--- src/rtl/rbd_pkg.sv ---
// Shared constants and types of the RGBA 2x2 box downsampler.
`default_nettype none
package rbd_pkg;

    localparam int MAX_OUT_WIDTH = 1024;
    localparam int ADDR_W        = $clog2(MAX_OUT_WIDTH);
    localparam int CNT_W         = $clog2(MAX_OUT_WIDTH + 1);

    localparam int NUM_CH  = 4;
    localparam int CODE_W  = 8;
    localparam int PAIR_W  = CODE_W + 1;
    localparam int AVG_W   = CODE_W + 2;
    localparam int LINE_W  = NUM_CH * PAIR_W;

    localparam int WIDTH_CFG_W = 11;
    localparam int CFG_W       = WIDTH_CFG_W;
    localparam int CFG_IDX_W   = 1;

    localparam logic [WIDTH_CFG_W-1:0] OUT_WIDTH_RESET = WIDTH_CFG_W'(400);
    localparam logic                   HALVE_RESET     = 1'b1;

    typedef logic [CFG_IDX_W-1:0] cfg_idx_t;
    localparam cfg_idx_t REG_OUT_WIDTH    = 1'b0;
    localparam cfg_idx_t REG_HALVE_ENABLE = 1'b1;

    typedef struct packed {
        logic              hold_en;
        logic              pass;
        logic              emit;
        logic              mem_wr;
        logic              mem_rd;
        logic [ADDR_W-1:0] addr;
    } rbd_ctl_t;

endpackage
`default_nettype wire

--- src/rtl/rbd_lane.sv ---
// One color channel: left-pixel hold, horizontal pair sum and vertical block sum.
`default_nettype none
module rbd_lane
(
    input  wire logic                        clk,
    input  wire logic                        hold_load,
    input  wire logic                        s1_load,
    input  wire logic                        s2_load,
    input  wire logic                        pass_now,
    input  wire logic                        pass_s1,
    input  wire logic [rbd_pkg::CODE_W-1:0]  code,
    input  wire logic [rbd_pkg::PAIR_W-1:0]  above,
    output      logic [rbd_pkg::PAIR_W-1:0]  pair_sum,
    output      logic [rbd_pkg::AVG_W-1:0]   avg
);
    import rbd_pkg::*;

    logic [CODE_W-1:0] left_reg;
    logic [PAIR_W-1:0] pair_reg;
    logic [AVG_W-1:0]  avg_reg, avg_next;

    assign pair_sum = {1'b0, left_reg} + {1'b0, code};

    always_comb
    begin
        if (pass_s1)
            avg_next = {pair_reg[CODE_W-1:0], 2'b00};
        else
            avg_next = {1'b0, above} + {1'b0, pair_reg};
    end

    always_ff @(posedge clk)
    begin
        if (hold_load)
            left_reg <= code;
        if (s1_load)
            pair_reg <= pass_now ? {1'b0, code} : pair_sum;
        if (s2_load)
            avg_reg <= avg_next;
    end

    assign avg = avg_reg;

endmodule
`default_nettype wire
--- config.mk ---
export PLATFORM = sky130hd
export DESIGN_NAME = rbd_lane
export DESIGN_NICKNAME = d
export VERILOG_FILES = /design/src/rtl/rbd_pkg.sv /design/src/rtl/rbd_lane.sv
export SDC_FILE = /design/constraint.sdc
export NUM_CORES = 1
export LEC_CHECK = 0
export ABC_CLOCK_PERIOD_IN_PS = 2600
export BUFFER_PORTS_ARGS = -buffer_cell sky130_fd_sc_hd__buf_2
export CORE_MARGIN = 8
export CORE_UTILIZATION = 45
export CTS_CLUSTER_SIZE = 20
export DETAILED_ROUTE_END_ITERATION = 8
export GPL_TIMING_DRIVEN = 0
export PLACE_DENSITY = 0.69
export SYNTH_ARGS = -nofsm -noshare
export SYNTH_HDL_FRONTEND = slang
export SYNTH_SLANG_ARGS = --single-unit
export TNS_END_PERCENT = 20
--- constraint.sdc ---
create_clock -name clk -period 2.6 [get_ports clk]
set_input_delay 0.26 -clock clk [delete_from_list [all_inputs] [get_ports clk]]
set_output_delay 0.26 -clock clk [all_outputs]
set_load 0.01 [all_outputs]
==> qor.txt, run 1 <==
Post-CTS Hold Buffers = 0
Longest Clk Path Bufs = 2
Final wirelength = 3460 um
Slew @ Worst Pin = 0.488 ns
Via Count = 1312
Hold Crit Class = in2reg
Rows = 22
CTS root buffer = clkbuf_8
Max Clk Rate = 0.406 GHz
Setup Viol. Count Final = 0
Layout cells sized above 1 = 0.314
Core Box Area = 3690 um2
R2R Setup Slk = 0.36 ns
Drt wl/cell = 14.3 um
Ys async rst share = 0
Vert. Die Dim = 78.4 um
Yosys warning count = 0
Share of the synthesized area in the top cell type = 0.463
Sequential area share after synthesis = 0.463
Tcrit/Tclk final = 0.947
Setup total negative slack = 0 ns
Initial antenna violation count = 0
RSZ-0062 raised after global routing = false
Initial core utilization = 0.475
TritonCTS Sinks = 27
Fin. max-slew vios = 0
Clock-pin transition on the worst setup and hold timing paths = 0.09 ns
Max reg flops = 10
Cells after synthesis = 149
Setup CP Type = reg2out
EDFF count, synth = 27
Pleak = 0.864 nW
DR iter-0 viols = 138
DRC viols = 0
Avg Cell Area, Syn = 11.7 um2
Max VDD drop = 0.280 mV
CP arrival = 2.20 ns
H-tree depth = 1
CTS tree = built
GPL Wtd Cong = 0.814
Outcome = finished, final reports clean
Gr usage total = 0.114
Top FF cell, synth = edfxtp_1
Setup repair bufs after CTS = 0
Ant. Diodes = 0
1st-pass router iterations = 4
Worst R2R Start = pair_reg[0]$_DFFE_PP_
Post-CTS Resized = 0
Syn-to-layout area delta = 18.4%
Vias in the first global route = 1365
Die X = 78.4 um
Final hold viol count = 0
Worst Reg-to-Reg Cells = 6
Port bufs = 41
Nets = 237
Die area = 6140 um2
Final Skew = 0.00128 ns
CP max FO = 3
Crit path capture type = output port
Synth Cell Area = 1750 um2
Register bit total from synthesis = 27
Area leader, netlist = edfxtp_1
Final ANT Viol Nets = 0
Crit path time final = 2.46 ns
PnR worst setup slack = 0.138 ns
Worst slack, placed = 0.341 ns
Hold path startpoint = code[2]
Total congestion overflow = 0
CP Launch Type = flip-flop
Via density = 5.42
Rel. slew slack = 0.675
Number of max-cap violations = 0
Hold EP = left_reg[2]$_DFFE_PP_
Clk_lat worst skew = 0.27 ns
Placed wire-length estimate = 2880 um
Critical Path RT = 2.34 ns
Top Ports = 42
Global-route wire length before repair = 5860 um
FF-to-FF End = avg[6]$_DFFE_PP_
Power Dens Cells = 572 nW/um2
Synth unique cells = 41
Syn Nets = 191
Hold Path Depth = 1
Top cells by area, synth = edfxtp_1 (46%), ha_1 (12%), mux2_2 (3.2%)
Total clock buffers created by CTS = 3
Maximum number of pins on one net before global-route repair = 17
[power breakdown]
part | switching [mW] | internal, mW | leakage, nW
sequential | 0.0157 | 0.536 | 0.266
clock | 0.129 | 0.109 | 0.0217
combinational | 0.217 | 0.178 | 0.576
total | 0.362 | 0.823 | 0.864
[worst max-delay path, cell delays in order, from the launching register on]
cell      delay (ns)
edfxtp_1        0.38
ha_1            0.24
fa_2            0.39
a211oi_2        0.31
o21bai_1        0.14
a211oi_2        0.27
nor2_1          0.07
buf_2           0.14
[cell usage in the layout (no fill, tap or decap), types with 4 or more instances in the layout]
cell / instances
o21ai_0: 9
o211ai_1: 4
mux2_2: 5
ha_1: 17
nor2_1: 14
nand2_1: 7
a21oi_1: 5
buf_2: 41
a21o_1: 5
a211oi_1: 4
xnor2_1: 4
a211oi_2: 4
edfxtp_1: 27
[Yosys cell counts, types with 2 or more instances]
cell type,n
a211oi_1,5
a211oi_2,3
a21o_1,5
a21oi_1,5
clkbuf_1,2
edfxtp_1,27
fa_1,2
ha_1,17
inv_1,3
mux2_2,5
nand2_1,7
nand2b_1,2
nor2_1,14
nor2b_1,3
o211ai_1,4
o21a_1,2
o21ai_0,9
o21ai_1,2
o21bai_1,2
o311a_1,2
o31ai_1,3
xnor2_1,4
xor2_1,3
[how the worst max path moves through the flow]
stage	start	end	slack, ns	cells after the start
2_1_floorplan	pair_reg[0]$_DFFE_PP_	avg[6]$_DFFE_PP_	0.60	6
3_3_place_gp	code[0]	pair_sum[6]	0.37	8
3_5_place_dp	code[0]	pair_sum[6]	0.34	8
4_1_cts	left_reg[0]$_DFFE_PP_	pair_sum[6]	0.07	7
5_1_grt	left_reg[0]$_DFFE_PP_	pair_sum[6]	0.03	7
6_report	left_reg[0]$_DFFE_PP_	pair_sum[6]	0.14	7
[cell type report]
type,instances,area (um2)
Fill cell,340,1620
Buffer,3,11.3
Inverter,3,11.3
Clock inverter,1,7.51
Sequential cell,27,811
Timing Repair Buffer,41,205
Multi-Input combinational cell,116,925
Tap cell,48,60.1
Clock buffer,3,41.3
[cells by family after synthesis]
kind of cell,count (synthesis),synth area share
AO/OA/AOI/OAI,51,0.219
AND/OR/NAND/NOR,33,0.0879
flip-flops,27,0.463
adder cells (fa/ha/maj),19,0.144
XOR/XNOR,7,0.0350
buffers and inverters,6,0.0129
multiplexers,6,0.0379
[metrics by stage]
step	area [um2]	hold WS [ns]	util	instances	power, mW
3_3_place_gp	2020	0.471	0.546	238	0.939
4_1_cts	2060	0.192	0.560	242	1.19
6_report	2070	0.199	0.562	242	1.18
5_1_grt	2070	0.184	0.562	242	1.26
2_1_floorplan	1750	0.359	-	149	0.829
3_5_place_dp	2020	0.476	0.546	238	0.953
[routing by layer]
layer / routed length (um) / global-route usage
met5: 0 / 0
met4: 37 / 0.0481
met3: 191 / 0.0319
met2: 1740 / 0.197
met1: 1480 / 0.127
Power figures use the tool's default switching activity.
==> run 2, diff against run 1 <==
- ABC_AREA: not set -> 1
- SKIP_CTS_REPAIR_TIMING: not set -> 1
==> run 2 against run 1 <==
Against the previous run: global-route usage grew 0.39 points; fmax grew 12%; combinational power shrank 5%; sequential share of layout area shrank 0.86 points; cell area grew 2.2%; first-iteration DRC count shrank 41%; via count grew 15%; setup slack gained 0.26 ns; clock skew grew 0.0085 ns; critical path depth grew 1; critical path type unchanged; largest cell class unchanged; largest power group unchanged; highest routed layer unchanged.
==> qor.txt, run 2 <==
Power Dens Cells = 554 nW/um2
Total clock buffers created by CTS = 3
Initial antenna violation count = 0
H-tree depth = 1
Max reg flops = 10
Synth Cell Area = 1810 um2
CTS tree = built
Vert. Die Dim = 79.3 um
Total congestion overflow = 0
Cells after synthesis = 214
Hold Path Depth = 1
CP Launch Type = flip-flop
Gr usage total = 0.118
Placed instance area = 2070 um2
Final hold slack = 0.179 ns
Pleak = 1.08 nW
Slew @ Worst Pin = 0.265 ns
Setup CP Type = reg2out
Share of the synthesized area in the top cell type = 0.449
CTS root buffer = clkbuf_8
Crit path capture type = output port
1st-pass router iterations = 4
Yosys warning count = 0
Via density = 4.88
Critical Path RT = 2.34 ns
Worst Reg-to-Reg Cells = 8
CP arrival = 1.94 ns
Top Ports = 42
Area leader, netlist = edfxtp_1
Outcome = finished, final reports clean
EDFF count, synth = 27
Drt wl/cell = 11.4 um
Maximum number of pins on one net before global-route repair = 18
Finished layout cell area = 2120 um2
Initial core utilization = 0.458
Final Skew = 0.00976 ns
DP Cell Count = 304
Rows = 23
Nets = 301
Setup Viol. Count Final = 0
Layout cells sized above 1 = 0.190
Fin. max-slew vios = 0
Cell with the most instances after synthesis = nand2_1
Clock-pin transition on the worst setup and hold timing paths = 0.10 ns
Ant. Diodes = 0
Max VDD drop = 0.446 mV
Hold Crit Class = in2reg
Avg Cell Area, Syn = 8.44 um2
Top FF cell, synth = edfxtp_1
DR iter-0 viols = 82
Global-route wire length before repair = 6110 um
Syn Nets = 256
Syn-to-layout area delta = 17.3%
Top cells by area, synth = edfxtp_1 (45%), nand2_1 (17%), ha_1 (12%)
CP max FO = 2
Final wirelength = 3530 um
Most common cell after layout, fill and taps aside = nand2_1
# fillers = 383
Vias in the first global route = 1537
Tcrit/Tclk final = 0.847
Synth unique cells = 21
Port bufs = 40
Post-synth top cells = nand2_1 (84), edfxtp_1 (27), inv_1 (23)
Rel. slew slack = 0.822
Crit path time final = 2.20 ns
Sequential area share after synthesis = 0.449
Core Box Area = 3940 um2
Clk_lat worst skew = 0.28 ns
Most frequent cells in the layout = nand2_1 (84), buf_2 (41), edfxtp_1 (27)
Max Clk Rate = 0.454 GHz
Post-Layout Cell Count = 308
RSZ-0062 raised after global routing = false
Longest Clk Path Bufs = 2
Die X = 79.3 um
Placed wire-length estimate = 2860 um
Final ANT Viol Nets = 0
TritonCTS Sinks = 27
Register bit total from synthesis = 27
GPL Wtd Cong = 0.847
Die area = 6290 um2
Via Count = 1504
Final hold viol count = 0
Setup total negative slack = 0 ns
DRC viols = 0
Ys async rst share = 0
Number of max-cap violations = 0
-- run 2: cell count changes after synthesis, moves of 7 or more --
| cell | before | now |
|---|---|---|
| nand2_1 | 7 | 84 |
| inv_1 | 3 | 23 |
| nand3_1 | 1 | 16 |
| o21ai_0 | 9 | 2 |
-- run 2: through the flow --
step / setup slack (ns) / util / total power, mW
6_report: 0.398 / 0.537 / 1.17
3_3_place_gp: 0.684 / 0.525 / 0.925
4_1_cts: 0.380 / 0.537 / 1.19
2_1_floorplan: 0.916 / - / 0.814
5_1_grt: 0.274 / 0.537 / 1.25
3_5_place_dp: 0.673 / 0.525 / 0.933
-- run 2: final timing paths --
| kind | start | end | slack (ns) |
|---|---|---|---|
| setup / recovery | left_reg[0]$_DFFE_PP_ | pair_sum[6] | 0.40 |
| hold / removal | code[5] | left_reg[5]$_DFFE_PP_ | 0.18 |
| setup reg to reg | pair_reg[0]$_DFFE_PP_ | avg[8]$_DFFE_PP_ | 0.75 |
| hold reg to reg | pair_reg[6]$_DFFE_PP_ | avg[8]$_DFFE_PP_ | 0.60 |
-- run 2: worst max-delay path, cell delays in order (launching register included) --
cell	delay, ns
edfxtp_1	0.38
ha_1	0.21
fa_1	0.41
nand2_1	0.08
nand2_1	0.07
nand3b_1	0.11
nand3b_1	0.10
and2_1	0.17
buf_2	0.13
-- run 2: per-layer routing --
layer  track usage  up-vias  part of all wire
li1              -      791                 -
met1         0.124      673              0.43
met2         0.219       35              0.50
met3        0.0372        5             0.067
met4        0.0296        0            0.0082
met5             0        -                 0
-- run 2: logic make-up (layout without fill, tap and decap cells) --
logic type                 count (synthesis)  after routing  synth area share
adders and majority gates                 19             19             0.140
xor gates and xnor gates                   3              3            0.0146
DFF                                       27             27             0.449
and+or+nand+nor                          128            128             0.305
buffers and inverters                     25             69            0.0568
AOI/OAI and AO/OA                         12             12            0.0347
-- run 2: final cells by class --
type	count	area, um2	area share
flip-flops and latches	27	811	0.383
inverters	23	86.3	0.0408
well taps	50	62.6	0.0295
multi-input cells	162	892	0.421
repair buffers	40	200	0.0945
clock buffers	3	41.3	0.0195
plain buffers	2	16.3	0.00768
clock inverters	1	8.76	0.00413
-- run 2: power breakdown --
part	total (mW)	switching (mW)	leakage, nW	internal (mW)
Combinational	0.377	0.220	0.791	0.157
Sequential	0.547	0.0144	0.267	0.532
Clock	0.251	0.138	0.0261	0.113
==> run 3, diff against run 2 <==
- ABC_CLOCK_PERIOD_IN_PS: 2600 -> 1800
- PLACE_DENSITY: 0.69 -> 0.71
- clock period: 2.6 -> 1.8 ns (I/O delays scaled with it)
==> run 3 against run 2 <==
Against the previous run: the flow now finishes with violations (setup timing); clock skew shrank 0.0075 ns; clock-buffer cell count did not move; clock power is 35% higher; non-clock buffer count grew 2; sequential power grew 45%; register-to-register slack lost 0.61 ns; die area is the same; cell area increased by 4.5%; combinational power grew 57%; sequential share of layout area is 1.6 points lower; utilization increased by 2.4 points; global-route usage shrank 0.31 points; highest routed layer unchanged.
==> qor.txt, run 3 (synthesis results as in run 2) <==
Critical Path RT = 1.62 ns
CTS tree = built
R2R Setup Slk = 0.14 ns
Port bufs = 40
Setup CP Type = reg2out
Initial core utilization = 0.458
Violated checks = setup timing
RSZ-0062 raised after global routing = true
Hold EP = left_reg[5]$_DFFE_PP_
Most common cell after layout, fill and taps aside = nand2_1
Rel. slew slack = 0.825
Most frequent cells in the layout = nand2_1 (78), buf_2 (41), edfxtp_1 (27)
DR iter-0 viols = 54
Setup Viol. Count Final = 6
Power Dens Cells = 779 nW/um2
Gr usage total = 0.114
Tcrit/Tclk final = 1.11
Register area = 811 um2
# fillers = 380
Syn-to-layout area delta = 22.6%
Hold Path Depth = 1
Fin. max-slew vios = 0
Layout cells sized above 1 = 0.269
1st-pass router iterations = 4
Final hold viol count = 0
Pleak = 1.10 nW
Vert. Die Dim = 79.3 um
DRC viols = 0
Rows = 23
CP arrival = 1.82 ns
PnR worst setup slack = -0.202 ns
Final wirelength = 3630 um
Vias in the first global route = 1461
Max Clk Rate = 0.499 GHz
Final Skew = 0.00227 ns
CP max FO = 2
Setup total negative slack = -0.616 ns
Crit path time final = 2.00 ns
Via density = 4.75
Slew @ Worst Pin = 0.263 ns
Final ANT Viol Nets = 0
Ant. Diodes = 0
Top Ports = 42
Hold Crit Class = in2reg
Post-Layout Cell Count = 310
Final hold slack = 0.116 ns
DP Cell Count = 304
Combined area of the multi-input logic cells = 976 um2
FF-to-FF End = avg[6]$_DFFE_PP_
CP Launch Type = flip-flop
Clk_lat worst skew = 0.27 ns
GPL Wtd Cong = 0.847
Post-Route Utilization = 0.561
Initial antenna violation count = 0
Worst R2R Start = pair_reg[0]$_DFFE_PP_
Crit path capture type = output port
Die X = 79.3 um
H-tree depth = 1
Outcome = complete, but fails checks
Worst Reg-to-Reg Cells = 8
Placed wire-length estimate = 2910 um
CTS root buffer = clkbuf_8
Core Box Area = 3940 um2
Max VDD drop = 0.333 mV
Via Count = 1473
Global-route wire length before repair = 5920 um
Total clock buffers created by CTS = 3
Longest Clk Path Bufs = 2
Clock-pin transition on the worst setup and hold timing paths = 0.09 ns
Max reg flops = 10
Number of max-cap violations = 0
Total congestion overflow = 0
TritonCTS Sinks = 27
Nets = 303
Maximum number of pins on one net before global-route repair = 16
Die area = 6290 um2
Drt wl/cell = 11.7 um
Hold path startpoint = code[5]
[run 3: cell count changes in the layout (fill, tap and decap cells not counted), sizes merged]
cell,previous run,this run
buf,42,44
clkinv,0,1
inv,24,23
[run 3: layout make-up]
cell class,instances,area share
sequential,27,0.366
inverter,23,0.0390
timing repair buffer,42,0.0972
clock buffer,3,0.0187
clock inverter,1,0.00226
tap,50,0.0283
buffer,2,0.00735
multi-input combinational,162,0.441
[run 3: per-layer routing]
layer,wire length [um],up-vias,GRT usage
li1,-,790,-
met2,1760,31,0.204
met3,226,4,0.0282
met1,1610,648,0.129
met4,43,0,0.0407
met5,0,-,0
[run 3: power by group]
part	internal, mW	switching [mW]
clock network	0.155	0.185
logic	0.257	0.334
registers	0.769	0.0232
[run 3: per-stage QoR]
step	power, mW	cell area [um2]	setup WS (ns)
global placement	1.34	2070	0.0125
finish	1.72	2210	-0.202
floorplan	1.18	1810	0.153
detailed placement	1.35	2070	-0.000290
global route	1.84	2210	-0.304
CTS	1.69	2110	-0.311
[run 3: worst max-delay path: stages, from the launching register on]
cell and delay [ns]:
edfxtp_1 0.38, ha_2 0.20, fa_2 0.35, nand2_2 0.07, nand2_2 0.06, nand3b_1 0.11, nand3b_1 0.09, and2_1 0.17
buf_2 0.13
[run 3: worst max path at each step]
stage,from,end,slack (ns),cells after the start
floorplan,pair_reg[0]$_DFFE_PP_,avg[8]$_DFFE_PP_,0.15,8
global placement,left_reg[0]$_DFFE_PP_,pair_sum[6],0.01,8
detailed placement,left_reg[0]$_DFFE_PP_,pair_sum[6],-0.0003,8
CTS,left_reg[0]$_DFFE_PP_,pair_sum[6],-0.31,8
global route,left_reg[0]$_DFFE_PP_,pair_sum[6],-0.30,8
finish,left_reg[0]$_DFFE_PP_,pair_sum[6],-0.20,8
