File: src/rtl/rbd_pkg.sv
// Shared constants and types of the RGBA 2x2 box downsampler.
`default_nettype none
package rbd_pkg;

    localparam int MAX_OUT_WIDTH = 1024;
    localparam int ADDR_W        = $clog2(MAX_OUT_WIDTH);
    localparam int CNT_W         = $clog2(MAX_OUT_WIDTH + 1);

    localparam int NUM_CH  = 4;
    localparam int CODE_W  = 8;
    localparam int PAIR_W  = CODE_W + 1;
    localparam int AVG_W   = CODE_W + 2;
    localparam int LINE_W  = NUM_CH * PAIR_W;

    localparam int WIDTH_CFG_W = 11;
    localparam int CFG_W       = WIDTH_CFG_W;
    localparam int CFG_IDX_W   = 1;

    localparam logic [WIDTH_CFG_W-1:0] OUT_WIDTH_RESET = WIDTH_CFG_W'(400);
    localparam logic                   HALVE_RESET     = 1'b1;

    typedef logic [CFG_IDX_W-1:0] cfg_idx_t;
    localparam cfg_idx_t REG_OUT_WIDTH    = 1'b0;
    localparam cfg_idx_t REG_HALVE_ENABLE = 1'b1;

    typedef struct packed {
        logic              hold_en;
        logic              pass;
        logic              emit;
        logic              mem_wr;
        logic              mem_rd;
        logic [ADDR_W-1:0] addr;
    } rbd_ctl_t;

endpackage
`default_nettype wire

File: src/rtl/rbd_ctrl.sv
// Configuration registers, column and row counters, and per-pixel control decode.
`default_nettype none
module rbd_ctrl
(
    input  wire logic               clk,
    input  wire logic               rst_n,
    input  wire logic               cfg_we,
    input  wire rbd_pkg::cfg_idx_t  cfg_index,
    input  wire logic [rbd_pkg::CFG_W-1:0] cfg_wdata,
    input  wire logic               fire,
    input  wire logic               sof,
    output rbd_pkg::rbd_ctl_t       ctl
);
    import rbd_pkg::*;

    logic [WIDTH_CFG_W-1:0] out_width_reg;
    logic                   halve_reg;
    logic [CNT_W-1:0]       col_reg, col_next;
    logic                   odd_reg, odd_next;
    logic                   phase_reg, phase_next;

    logic [CNT_W-1:0] eff_w;
    logic [CNT_W-1:0] col0;
    logic [CNT_W-1:0] col_use;
    logic [CNT_W-1:0] col_inc;
    logic             odd0;
    logic             phase0;

    always_ff @(posedge clk or negedge rst_n)
    begin
        if (!rst_n)
        begin
            out_width_reg <= OUT_WIDTH_RESET;
            halve_reg     <= HALVE_RESET;
        end
        else if (cfg_we)
        begin
            unique case (cfg_index)
                REG_OUT_WIDTH:    out_width_reg <= cfg_wdata[WIDTH_CFG_W-1:0];
                REG_HALVE_ENABLE: halve_reg     <= cfg_wdata[0];
            endcase
        end
    end

    always_comb
    begin
        if (out_width_reg == '0)
            eff_w = CNT_W'(1);
        else if (32'(out_width_reg) > 32'(MAX_OUT_WIDTH))
            eff_w = CNT_W'(MAX_OUT_WIDTH);
        else
            eff_w = CNT_W'(out_width_reg);
    end

    always_comb
    begin
        col0    = sof ? '0 : col_reg;
        odd0    = sof ? 1'b0 : odd_reg;
        phase0  = sof ? 1'b0 : phase_reg;
        col_use = (col0 >= eff_w) ? '0 : col0;
        col_inc = col_use + CNT_W'(1);

        col_next   = col_reg;
        odd_next   = odd_reg;
        phase_next = phase_reg;

        ctl.hold_en = 1'b0;
        ctl.pass    = 1'b0;
        ctl.emit    = 1'b0;
        ctl.mem_wr  = 1'b0;
        ctl.mem_rd  = 1'b0;
        ctl.addr    = col_use[ADDR_W-1:0];

        if (!halve_reg)
        begin
            ctl.pass   = 1'b1;
            ctl.emit   = 1'b1;
            col_next   = col0;
            odd_next   = odd0;
            phase_next = phase0;
        end
        else if (!phase0)
        begin
            ctl.hold_en = 1'b1;
            col_next    = col0;
            odd_next    = odd0;
            phase_next  = 1'b1;
        end
        else
        begin
            phase_next = 1'b0;
            ctl.mem_wr = !odd0;
            ctl.mem_rd = odd0;
            ctl.emit   = odd0;
            if (col_inc >= eff_w)
            begin
                col_next = '0;
                odd_next = !odd0;
            end
            else
            begin
                col_next = col_inc;
                odd_next = odd0;
            end
        end
    end

    always_ff @(posedge clk or negedge rst_n)
    begin
        if (!rst_n)
        begin
            col_reg   <= '0;
            odd_reg   <= 1'b0;
            phase_reg <= 1'b0;
        end
        else if (fire)
        begin
            col_reg   <= col_next;
            odd_reg   <= odd_next;
            phase_reg <= phase_next;
        end
    end

`ifndef SYNTHESIS
    a_addr_in_row: assert property (@(posedge clk) disable iff (!rst_n)
        (fire && (ctl.mem_wr || ctl.mem_rd)) |-> (CNT_W'(ctl.addr) < eff_w))
        else $error("line store address beyond row width");
    a_left_then_right: assert property (@(posedge clk) disable iff (!rst_n)
        (fire && ctl.hold_en) |=> phase_reg)
        else $error("pair phase not set after left pixel");
    a_count_below_max: assert property (@(posedge clk) disable iff (!rst_n)
        32'(col_reg) < 32'(MAX_OUT_WIDTH))
        else $error("column count out of range");
`endif

endmodule
`default_nettype wire

File: config.mk
export PLATFORM = sky130hd
export DESIGN_NAME = rbd_ctrl
export DESIGN_NICKNAME = d
export VERILOG_FILES = /design/src/rtl/rbd_pkg.sv /design/src/rtl/rbd_ctrl.sv
export SDC_FILE = /design/constraint.sdc
export NUM_CORES = 1
export LEC_CHECK = 0
export ABC_CLOCK_PERIOD_IN_PS = 11840
export BUFFER_PORTS_ARGS = -buffer_cell sky130_fd_sc_hd__buf_2
export CAP_MARGIN = 15
export CORE_UTILIZATION = 47
export CTS_CLUSTER_DIAMETER = 30
export DETAILED_ROUTE_END_ITERATION = 7
export PLACE_DENSITY = 0.73
export SYNTH_ARGS = -nofsm -noshare
export SYNTH_HDL_FRONTEND = slang
export SYNTH_SLANG_ARGS = --single-unit
File: constraint.sdc
create_clock -name clk -period 11.84 [get_ports clk]
set_clock_uncertainty 0.05 [all_clocks]
set_input_delay 2.368 -clock clk [delete_from_list [all_inputs] [get_ports clk]]
set_output_delay 2.368 -clock clk [all_outputs]
set_load 0.05 [all_outputs]
==> metrics.md, run 1 <==
| Metric | Value |
|---|---|
| Fraction of layout cells with a size suffix above 1 | `roughly 22%` |
| Cells taking the most area after synthesis | `sky130_fd_sc_hd__dfrtp_1 (27%), sky130_fd_sc_hd__ha_1 (15%), sky130_fd_sc_hd__mux2_2 (5.8%)` |
| Worst-case register-to-register setup slack | `approximately 7000 ps` |
| Initial core utilization | `between 50% and 60%` |
| Overall global routing resource usage | `between 20 and 25%` |
| Core Rows | `22` |
| CP delay by family, top | `buffers and inverters` |
| Transition time at the pin with the least slew margin | `slightly above 900 ps` |
| Total setup violations reported at the end of the flow | `0` |
| Critical path fanouts, max | `21` |
| Pwr/cell area | `roughly 120 nW/um^2` |
| Post-synthesis cell type with the largest combined area | `sky130_fd_sc_hd__dfrtp_1` |
| Maximum buffer depth of the clock tree | `2` |
| Worst Slack Setup Final | `4920 ps` |
| Required time reported for the critical path endpoint | `~9400 ps` |
| Number of buffers created by CTS | `3` |
| Post-synthesis sequential element count | `25` |
| Detailed Routing Iterations Pass 1 | `4` |
| Top_reg_cell synth | `sky130_fd_sc_hd__dfrtp_1` |
| Combinational fraction of design power | `between 30 and 40%` |
| Critical path capture point | `ctl[9]` |
| Cell area after synthesis | `roughly 2000 sq um` |
| Pre-CTS worst setup slack | `between 4000 and 5000 ps` |
| Number of nets at the end of the flow | `~290` |
| Most frequent cell on the critical path | `sky130_fd_sc_hd__buf_2` |
| Worst reg2reg startpoint | `out_width_reg[6]` |
| Die outline height | `~66 um` |
| Share of synthesized flip-flops with an asynchronous set or reset | `100%` |
| R2R Path End | `col_reg[2]` |
| Post-route insts no fill | `297` |
| Sw Ratio | `roughly two fifths` |
| Reg power frac | `41.3%` |
| Per-cell via count in the routed design | `around 5.4` |
| Clk root buf | `sky130_fd_sc_hd__clkbuf_8` |
| Port Buffer Count | `31` |
| Net Switching | `between 100 and 150 uW` |
| Delay contributed by the slowest stage of the critical path | `around 340 ps` |
| Internal power consumption | `between 150 and 200 uW` |
| Area growth syn-to-layout | `12.0%` |
| Slew Limit Fails | `0` |
| Worst vdd rail ir drop | `~0.00008 V` |
| Slowest-stage cell, CP | `sky130_fd_sc_hd__ha_1` |
| Placed cells | `~300` |
| Clock tree from TritonCTS | `built` |
| Highest attainable clock frequency | `0.144 GHz` |
| Initial antenna violation count | `0` |
| Core area | `between 3000 and 4000 sq um` |
| # IOs | `32` |
| Clock transition at the register clock pins on the worst setup and hold paths after CTS | `approximately 80 ps` |
| WHS Path Cells | `2` |
| Maximum number of pins on one net before global-route repair | `26` |
| List of cells traversed by the critical path | `buf_2 > and2b_1 > ha_1 > a21oi_1 > nand2_1 > a211oi_1 > o21ai_1 > buf_4 > nor2b_1 > buf_2` |
| Smallest hold slack | `between 400 and 500 ps` |
| Period minus WS final | `6920 ps` |
| Setup repair after global routing missed its margin | `false` |
| Via count of the first global-routing pass | `1510` |
| Source-to-sink clock delay at the later pin of the worst-skew pair | `270 ps` |
| Drc violations | `0` |
| Clock sinks | `25` |
| Buffers plus inverters on the worst setup path | `3` |
| Clock group share of total power | `19.8%` |
| Synthesized netlist net count | `261` |
| CP Launch Point | `sof` |
| First-pass GRT wire length | `roughly 7200 um` |
| Total via count in the routed design | `approximately 1600` |
| Half-perimeter wire length after detailed placement | `3450 um` |
| Horizontal extent of the die | `roughly 66 um` |
| Post-CTS Hold Buffers | `0` |
| Count of flip-flops with a built-in enable after synthesis | `0` |
| Post-Route Utilization | `a little under three fifths` |
| Kind of start point of the critical path | `input port` |
| Routability Congestion | `0.877` |
| Status | `completed` |
| Total congestion overflow after global routing | `0` |
| Post-route fraction of the period consumed by the critical path | `58.5%` |
| Library cells used by synthesis | `40` |
| Most frequent cells after synthesis | `sky130_fd_sc_hd__nor2_1 (25), sky130_fd_sc_hd__ha_1 (24), sky130_fd_sc_hd__nand2_1 (23)` |
| Max_cap viols | `0` |
| Static leakage | `~0.0011 uW` |
| Share of Yosys cell area claimed by the top area cell type | `between 20% and 30%` |
| Worst path arrival time | `4500 ps` |
| Mean cell area of the mapped netlist | `around 8.8 sq um` |
| Die area | `about 4400 sq um` |
| Warning count from the yosys run | `0` |
| WP depth | `10` |
| Final Hold Vio Count | `0` |
| Setup fix buffers added after clock tree synthesis | `0` |
| H-tree depth reported by CTS | `1` |
| Cell depth of the worst flop-to-flop path | `22` |
| Cell with the most instances after synthesis | `sky130_fd_sc_hd__nor2_1` |
| Cell count after synthesis | `between 200 and 250` |
| Detailed Route Iter0 Violations | `approximately 140` |
| Sequential cell area fraction in the yosys report | `between 30 and 40%` |
| Accumulated negative setup slack | `0 ps` |
| Total Routed Length | `around 4300 um` |
| Relative slew slack | `a little under 40%` |
| Path type of the worst setup path | `input port to output pin` |
| Post-route antenna net violation count | `0` |
| Routed wirelength normalized by instance count | `about 14 um` |
| Count of cells resized by post-cts repair | `0` |
| Worst min-delay path class | `flop to flop` |
| Number of antenna cells inserted | `0` |
| Crit. End Element | `output pin` |
[tightest hold or removal path: cells and delay by family (launching register included)]
kind	cells	cell delay, ps
AO/OA/AOI/OAI	1	50
flip-flops	1	340
AND/OR/NAND/NOR	1	60
[how the worst min path moves through the flow]
stage	slack (ps)	end	start
after floorplan	390	col_reg[10]	col_reg[10]
after global placement	400	col_reg[10]	col_reg[10]
after detailed placement	410	col_reg[10]	col_reg[10]
after CTS	430	col_reg[10]	col_reg[10]
after global routing	450	col_reg[10]	col_reg[10]
final	430	col_reg[10]	col_reg[10]
[power groups by stage]
stage | Sequential [uW] | Combinational, uW | Clock (uW)
floorplan | 106 | 78.5 | 0
detailed placement | 109 | 101 | 0
global placement | 108 | 97.7 | 0
global route | 109 | 113 | 56.8
CTS | 107 | 101 | 52.8
finish | 107 | 101 | 51.4
[placed cells by master (no fill, tap or decap), drive strengths merged, types with 2 or more instances in the layout]
master  instances
or3             5
inv             8
a211oi          2
o21ai          11
a22o            4
xor2            4
nand3           7
clkbuf          4
nand2b          4
nor2           25
buf            32
dfstp           4
nor3            4
and3            3
xnor2           5
nor2b          15
nand2          23
mux2           10
a21oi          18
dfrtp          21
ha             24
and2b           2
nor4            4
[area by class of cell]
type	instances	area, sq um
Fill cell	346	1620
Timing Repair Buffer	32	163
Clock buffer	4	45.0
Multi-Input combinational cell	180	1250
Inverter	8	30.0
Sequential cell	25	631
Tap cell	48	60.1
[per-stage QoR]
stage                     cell area [sq um]  power (uW)
final                                  2180         260
after detailed placement               2130         210
after global routing                   2180         279
after global placement                 2130         206
after floorplan                        1940         184
after CTS                              2180         261
[logic make-up after synthesis]
group | synth area share (%)
XOR/XNOR | 4.06
buffers and inverters | 3.29
multiplexers | 5.80
AO/OA/AOI/OAI | 14.1
AND/OR/NAND/NOR | 24.8
adder cells (fa/ha/maj) | 15.5
flip-flops | 32.5
[layer usage]
metal	GRT usage (%)	vias up	share of wire [%]
met2	35.6	40	48
met3	4.83	2	4.1
met5	0	-	0
met4	3.99	0	0.56
met1	30.2	738	48
li1	-	834	-
(Power assumes the default switching activity.)
==> run 2: changes to the inputs <==
--- a/config.mk
+++ b/config.mk
@@ -5,7 +5,7 @@
 export SDC_FILE = /design/constraint.sdc
 export NUM_CORES = 1
 export LEC_CHECK = 0
-export ABC_CLOCK_PERIOD_IN_PS = 11840
+export ABC_CLOCK_PERIOD_IN_PS = 6900
 export BUFFER_PORTS_ARGS = -buffer_cell sky130_fd_sc_hd__buf_2
 export CAP_MARGIN = 15
 export CORE_UTILIZATION = 47
==> constraint.sdc (replaced) <==
create_clock -name clk -period 6.9 [get_ports clk]
set_clock_uncertainty 0.05 [all_clocks]
set_input_delay 1.38 -clock clk [delete_from_list [all_inputs] [get_ports clk]]
set_output_delay 1.38 -clock clk [all_outputs]
set_load 0.05 [all_outputs]
==> run 2 against run 1 <==
Against the previous run: design area unchanged; cell count did not move; flip-flop and latch count did not move; power up 70%; clock power is 68% higher; worst hold slack improved by 4.2 ps; die area stayed put; via count increased by 1.9%; largest cell class unchanged; largest power group unchanged.
==> metrics.md, run 2 (synthesis results as in run 1) <==
| Metric | Value |
|---|---|
| Relative slew slack | `38.0% (-0.59 points)` |
| Transition time at the pin with the least slew margin | `929 ps (+8.78 ps)` |
| Critical path capture point | `col_reg[8]` |
| Routed wirelength normalized by instance count | `14.5 um (+0.30%)` |
| Slew Limit Fails | `0 (unchanged)` |
| Die outline height | `66.3 um (unchanged)` |
| Slowest-stage cell, CP | `sky130_fd_sc_hd__ha_1` |
| Count of cells resized by post-cts repair | `0 (unchanged)` |
| Port Buffer Count | `31 (unchanged)` |
| Placed inst area | `2130 sq um (unchanged)` |
| Post-CTS Hold Buffers | `0 (unchanged)` |
| Clk root buf | `sky130_fd_sc_hd__clkbuf_8` |
| Crit. End Element | `flop` |
| Worst-case register-to-register setup slack | `2050 ps (-4820 ps)` |
| Post-route antenna net violation count | `0 (unchanged)` |
| Maximum number of pins on one net before global-route repair | `26 (unchanged)` |
| Initial antenna violation count | `0 (unchanged)` |
| Delay contributed by the slowest stage of the critical path | `350 ps (about the same)` |
| Post-route fraction of the period consumed by the critical path | `81.8%` |
| Fill count | `353 (+2.0%)` |
| Worst path arrival time | `5800 ps (+1300 ps)` |
| Via count of the first global-routing pass | `1454 (-3.7%)` |
| Initial core utilization | `51.1% (unchanged)` |
| Fraction of layout cells with a size suffix above 1 | `22.5% (unchanged)` |
| Total congestion overflow after global routing | `0 (unchanged)` |
| Worst min-delay path class | `flop to flop` |
| Clock transition at the register clock pins on the worst setup and hold paths after CTS | `90 ps (about the same)` |
| Horizontal extent of the die | `66.3 um (unchanged)` |
| Period minus WS final | `~5600 ps` |
| Worst vdd rail ir drop | `0.000130 V (+65%)` |
| Drc violations | `0 (unchanged)` |
| Max_cap viols | `0 (unchanged)` |
| Total via count in the routed design | `1644 (+1.9%)` |
| Number of buffers created by CTS | `3 (unchanged)` |
| Commonest cells after routing, fill and taps aside | `sky130_fd_sc_hd__buf_2 (31), sky130_fd_sc_hd__nor2_1 (25), sky130_fd_sc_hd__ha_1 (24)` |
| Maximum buffer depth of the clock tree | `2 (unchanged)` |
| Total Routed Length | `4310 um (+0.30%)` |
| CP Launch Point | `sof` |
| Clock tree from TritonCTS | `built` |
| Total setup violations reported at the end of the flow | `0 (unchanged)` |
| Clock sinks | `25 (unchanged)` |
| Worst reg2reg startpoint | `out_width_reg[6]` |
| Cell depth of the worst flop-to-flop path | `23 (+4.5%)` |
| Path type of the worst setup path | `input port to flop` |
| List of cells traversed by the critical path | `buf_2 > and2b_1 > ha_1 > a21oi_1 > nand2_1 > a211oi_1 > o21ai_1 > buf_4 > nor2_1 > ha_1 > and3_4 > and3_4 > nand3_2 > xor2_1 > nor2_1 > ha_1 > nor4_1 > o211ai_1 > a21oi_1 > o21ai_2 > nor2_1 > a22o_1` |
| First-pass GRT wire length | `7300 um (+0.76%)` |
| Setup repair after global routing missed its margin | `false` |
| Most frequent standard cell in the layout excluding fill and tap cells | `sky130_fd_sc_hd__buf_2` |
| Detailed Routing Iterations Pass 1 | `4 (unchanged)` |
| Half-perimeter wire length after detailed placement | `3380 um (-1.8%)` |
| Detailed Route Iter0 Violations | `162 (+19%)` |
| Pwr/cell area | `203 nW/um^2 (+70%)` |
| Accumulated negative setup slack | `0 ps (unchanged)` |
| # IOs | `32 (unchanged)` |
| Kind of start point of the critical path | `input port` |
| Static leakage | `0.00108 uW (unchanged)` |
| Number of antenna cells inserted | `0 (unchanged)` |
| R2R Path End | `col_reg[8]` |
| Placed cells | `293 (unchanged)` |
| Critical path fanouts, max | `24 (+14%)` |
| Number of nets at the end of the flow | `291 (unchanged)` |
| Status | `completed` |
| Source-to-sink clock delay at the later pin of the worst-skew pair | `270 ps (about the same)` |
| Final Hold Vio Count | `0 (unchanged)` |
| Die area | `4390 sq um (unchanged)` |
| Per-cell via count in the routed design | `5.54 (+1.9%)` |
| Finished Cell Area | `2180 sq um (unchanged)` |
| Post-route insts no fill | `297 (unchanged)` |
| Highest attainable clock frequency | `approximately 0.18 GHz` |
| Area growth syn-to-layout | `12.0% (unchanged)` |
| Core area | `3800 sq um (unchanged)` |
| Setup fix buffers added after clock tree synthesis | `0 (unchanged)` |
| Core Rows | `22 (unchanged)` |
| H-tree depth reported by CTS | `1 (unchanged)` |
| Routability Congestion | `0.899 (+2.6%)` |
| Required time reported for the critical path endpoint | `7060 ps (-2360 ps)` |
| Overall global routing resource usage | `22.3% (+0.29 points)` |
run 2: where the power goes:
| part | internal [uW] | switching [uW] | total [uW] |
|---|---|---|---|
| Clock | 41.3 | 45.3 | 86.5 |
| Combinational | 59.2 | 112 | 171 |
| Sequential | 168 | 16.3 | 184 |
| Total | 269 | 173 | 442 |
run 2: worst min-delay path by stage:
stage | from | to | cells after the start
3_5_place_dp | col_reg[10] | col_reg[10] | 2
3_3_place_gp | col_reg[10] | col_reg[10] | 2
2_1_floorplan | col_reg[10] | col_reg[10] | 2
4_1_cts | col_reg[10] | col_reg[10] | 2
5_1_grt | col_reg[10] | col_reg[10] | 2
6_report | col_reg[10] | col_reg[10] | 2
run 2: worst max-delay path, delay by kind of cell:
family	cells	cell delay [ps]
AOI/OAI and AO/OA	7	1290
xor gates and xnor gates	1	220
adders and majority gates	3	780
buffers and inverters	2	450
and+or+nand+nor	9	1650
run 2: area by class of cell:
type                       count  area [sq um]  area share (%)
multi-input combinational    180          1250            57.3
sequential                    25           631            29.0
timing repair buffer          32           163            7.48
tap                           48          60.1            2.76
clock buffer                   4          45.0            2.07
inverter                       8          30.0            1.38
run 2: routing by layer:
layer,share of wire [%],vias to the layer above,GRT usage [%]
met4,0.53,0,5.05
met3,5.4,2,4.31
met1,47,767,32.4
li1,-,829,-
met5,0,-,0
met2,47,46,33.8
run 2: metrics by stage:
stage | utilization (%) | total power (uW) | setup WS (ps) | hold WS, ps
after global placement | 56.1 | 355 | 1280 | 416
after global routing | 57.3 | 479 | 872 | 464
after CTS | 57.3 | 447 | 1320 | 436
after detailed placement | 56.1 | 358 | 1030 | 415
final | 57.3 | 442 | 1260 | 434
after floorplan | - | 316 | 747 | 390
==> run 3: changes to the inputs <==
--- a/config.mk
+++ b/config.mk
@@ -5,7 +5,8 @@
 export SDC_FILE = /design/constraint.sdc
 export NUM_CORES = 1
 export LEC_CHECK = 0
-export ABC_CLOCK_PERIOD_IN_PS = 6900
+export ABC_AREA = 1
+export ABC_CLOCK_PERIOD_IN_PS = 5700
 export BUFFER_PORTS_ARGS = -buffer_cell sky130_fd_sc_hd__buf_2
 export CAP_MARGIN = 15
 export CORE_UTILIZATION = 47
==> constraint.sdc (replaced) <==
create_clock -name clk -period 5.7 [get_ports clk]
set_clock_uncertainty 0.05 [all_clocks]
set_input_delay 1.14 -clock clk [delete_from_list [all_inputs] [get_ports clk]]
set_output_delay 1.14 -clock clk [all_outputs]
set_load 0.05 [all_outputs]
==> run 3 against run 2 <==
Against the previous run: power increased by 51%; non-clock buffer count unchanged; register-to-register slack got worse by 1200 ps; the run now ends with DRC left; first-iteration DRC count increased by 19%; count of clock-buffer cells in the layout decreased by 1; largest power group is now combinational cells.
==> metrics.md, run 3 <==
| Metric | Value |
|---|---|
| Critical path fanouts, max | `17 (-29%)` |
| Post-synthesis sequential element count | `25 (unchanged)` |
| Period minus WS final | `between 5000 and 6000 ps` |
| Per-cell via count in the routed design | `5.23 (-5.6%)` |
| Mean cell area of the mapped netlist | `7.32 sq um (-17%)` |
| Pwr/cell area | `273 nW/um^2 (+34%)` |
| Number of nets at the end of the flow | `373 (+28%)` |
| Worst path arrival time | `5170 ps (-630 ps)` |
| Synthesized netlist net count | `343 (+31%)` |
| Area growth syn-to-layout | `10.7%` |
| Core area | `4440 sq um (+17%)` |
| Maximum buffer depth of the clock tree | `2 (unchanged)` |
| Path type of the worst setup path | `input port to flop` |
| Required time reported for the critical path endpoint | `5840 ps (-1220 ps)` |
| Share of synthesized flip-flops with an asynchronous set or reset | `100% (unchanged)` |
| Commonest cells after routing, fill and taps aside | `sky130_fd_sc_hd__nand2_1 (64), sky130_fd_sc_hd__inv_1 (44), sky130_fd_sc_hd__buf_2 (31)` |
| Highest attainable clock frequency | `0.199 GHz` |
| Count of flip-flops with a built-in enable after synthesis | `0 (unchanged)` |
| Initial core utilization | `49.7% (-1.4 points)` |
| Share of Yosys cell area claimed by the top area cell type | `23.8% (-3.3 points)` |
| Sequential cell area fraction in the yosys report | `28.5% (-3.9 points)` |
| Fraction of layout cells with a size suffix above 1 | `23.6% (+1.1 points)` |
| Detailed Route Iter0 Violations | `192 (+19%)` |
| Sequential cell area | `631 sq um (unchanged)` |
| Source-to-sink clock delay at the later pin of the worst-skew pair | `280 ps (about the same)` |
| Routed wirelength normalized by instance count | `13.7 um (-5.4%)` |
| Worst min-delay path class | `flop to flop` |
| Crit. End Element | `flop` |
| Post-synthesis cell type with the largest combined area | `sky130_fd_sc_hd__dfrtp_1` |
| Routability Congestion | `0.961 (+6.8%)` |
| Core Rows | `24 (+9.1%)` |
| Multi-input logic area | `1360 sq um (+8.6%)` |
| Clk root buf | `sky130_fd_sc_hd__clkbuf_8` |
| Post-route antenna net violation count | `0 (unchanged)` |
| Maximum number of pins on one net before global-route repair | `26 (unchanged)` |
| Slew Limit Fails | `0 (unchanged)` |
| Total Routed Length | `5250 um (+22%)` |
| Overall global routing resource usage | `23.5% (+1.2 points)` |
| H-tree depth reported by CTS | `1 (unchanged)` |
| Cell count after synthesis | `302 (+37%)` |
| Final Hold Vio Count | `0 (unchanged)` |
| Cells taking the most area after synthesis | `sky130_fd_sc_hd__dfrtp_1 (24%), sky130_fd_sc_hd__ha_1 (14%), sky130_fd_sc_hd__nand2_1 (11%)` |
| Setup repair after global routing missed its margin | `false` |
| Clock transition at the register clock pins on the worst setup and hold paths after CTS | `100 ps (about the same)` |
| Cell with the most instances after synthesis | `sky130_fd_sc_hd__nand2_1` |
| Total congestion overflow after global routing | `0 (unchanged)` |
| Top_reg_cell synth | `sky130_fd_sc_hd__dfrtp_1` |
| Port Buffer Count | `31 (unchanged)` |
| Count of cells resized by post-cts repair | `0 (unchanged)` |
| Setup fix buffers added after clock tree synthesis | `0 (unchanged)` |
| Die outline height | `70.6 um (+6.5%)` |
| Half-perimeter wire length after detailed placement | `4350 um (+29%)` |
| Most frequent cells after synthesis | `sky130_fd_sc_hd__nand2_1 (64), sky130_fd_sc_hd__inv_1 (44), sky130_fd_sc_hd__nor2_1 (30)` |
| Number of buffers created by CTS | `3 (unchanged)` |
| Worst vdd rail ir drop | `0.000138 V (+5.9%)` |
| Warning count from the yosys run | `0 (unchanged)` |
| Number of antenna cells inserted | `0 (unchanged)` |
| Kind of start point of the critical path | `input port` |
| Post-Route Utilization | `55.0% (-2.2 points)` |
| Library cells used by synthesis | `32 (-20%)` |
| Accumulated negative setup slack | `0 ps (unchanged)` |
| Cell area after synthesis | `2210 sq um (+14%)` |
| Clock tree from TritonCTS | `built` |
| Violations in the final reports | `DRC` |
| Post-CTS Hold Buffers | `0 (unchanged)` |
| Max_cap viols | `0 (unchanged)` |
| Worst-case register-to-register setup slack | `810 ps (-1240 ps)` |
| Static leakage | `0.00134 uW (+24%)` |
| Horizontal extent of the die | `70.6 um (+6.5%)` |
| Post-route fraction of the period consumed by the critical path | `88.1%` |
| Initial antenna violation count | `0 (unchanged)` |
| Most frequent standard cell in the layout excluding fill and tap cells | `sky130_fd_sc_hd__nand2_1` |
| Transition time at the pin with the least slew margin | `612 ps (-316 ps)` |
| Smallest hold slack | `478 ps (+43.7 ps)` |
| Drc violations | `6 (+6)` |
| First-pass GRT wire length | `9140 um (+25%)` |
| Detailed Routing Iterations Pass 1 | `6 (+2)` |
| Total via count in the routed design | `2002 (+22%)` |
| Fill count | `453 (+28%)` |
| Via count of the first global-routing pass | `2024 (+39%)` |
| Status | `finished, violations left` |
| Die area | `4980 sq um (+13%)` |
| Clock sinks | `25 (unchanged)` |
| # IOs | `32 (unchanged)` |
| Relative slew slack | `59.1% (+21 points)` |
| Total setup violations reported at the end of the flow | `0 (unchanged)` |
[run 3: changes by cell type in the layout (fill, tap and decap cells not counted), moves of 9 or more]
cell / change
sky130_fd_sc_hd__nand3_1: +11
sky130_fd_sc_hd__nand2_1: +41
sky130_fd_sc_hd__inv_1: +36
sky130_fd_sc_hd__nor2b_1: -14
sky130_fd_sc_hd__nand2_2: +9
[run 3: power by group]
part           total [uW]  leakage [uW]  internal, uW  switching [uW]
registers             225      0.000294           206            18.8
logic                 330       0.00102           105             225
clock network         113     0.0000217          49.6            63.6
[run 3: cell type report]
| class | count | area share (%) |
|---|---|---|
| clock buffers | 3 | 1.69 |
| multi-input cells | 221 | 55.4 |
| inverters | 49 | 7.52 |
| flip-flops and latches | 25 | 25.8 |
| well taps | 52 | 2.66 |
| clock inverters | 1 | 0.307 |
| repair buffers | 32 | 6.65 |
[run 3: kinds of logic after synthesis]
family,Yosys count,share of synthesized area (%)
compound gates,43,11.6
xor+xnor,3,1.19
fa+ha+maj,24,13.6
buf+inv,56,10.1
flops,25,28.5
mux,9,4.59
simple gates,142,30.4
[run 3: per-layer routing]
metal | up-vias | track usage, % | wire length [um] | part of all wire, %
met5 | - | 0 | 0 | 0
met4 | 0 | 7.56 | 98 | 1.9
met3 | 12 | 3.13 | 206 | 3.9
met2 | 54 | 40.3 | 2520 | 48
met1 | 900 | 30.8 | 2430 | 46
li1 | 1036 | - | - | -
[run 3: path summary, 6_finish.rpt]
path / start / end / cells after the start
worst max-delay path: sof / col_reg[5] / 26
worst min-delay path: out_width_reg[0] / out_width_reg[0] / 2
worst max register to register: out_width_reg[9] / col_reg[5] / 26
worst min register to register: out_width_reg[0] / out_width_reg[0] / 2
max in group asynchronous: rst_n / out_width_reg[4] / 1
min in group asynchronous: rst_n / col_reg[4] / 1
[run 3: stage by stage]
stage | cells | total power, uW | cell area, sq um | setup slack, ps
3_3_place_gp | 379 | 549 | 2400 | 544
3_5_place_dp | 379 | 556 | 2400 | 443
6_report | 383 | 668 | 2450 | 679
5_1_grt | 383 | 720 | 2450 | 394
2_1_floorplan | 302 | 484 | 2210 | 288
4_1_cts | 383 | 670 | 2450 | 680
[run 3: worst max-delay path, cell delays in order]
cell	delay, ps
sky130_fd_sc_hd__buf_2	160
sky130_fd_sc_hd__nor2_1	390
sky130_fd_sc_hd__ha_1	330
sky130_fd_sc_hd__nand2_2	90
sky130_fd_sc_hd__inv_2	40
sky130_fd_sc_hd__nand2_1	50
sky130_fd_sc_hd__nor2_1	40
sky130_fd_sc_hd__nand2_1	70
sky130_fd_sc_hd__nand2_2	90
sky130_fd_sc_hd__nor2_8	240
sky130_fd_sc_hd__inv_1	140
sky130_fd_sc_hd__nor2_1	180
sky130_fd_sc_hd__ha_1	230
sky130_fd_sc_hd__nand4_2	170
sky130_fd_sc_hd__nor2_4	160
sky130_fd_sc_hd__nand3_1	120
sky130_fd_sc_hd__and2_1	190
sky130_fd_sc_hd__ha_1	310
sky130_fd_sc_hd__nand2_1	100
sky130_fd_sc_hd__nor2_1	50
sky130_fd_sc_hd__a211oi_1	160
sky130_fd_sc_hd__nand4_1	160
sky130_fd_sc_hd__nor2_1	120
sky130_fd_sc_hd__buf_4	190
sky130_fd_sc_hd__nand3_1	90
sky130_fd_sc_hd__a22oi_1	150
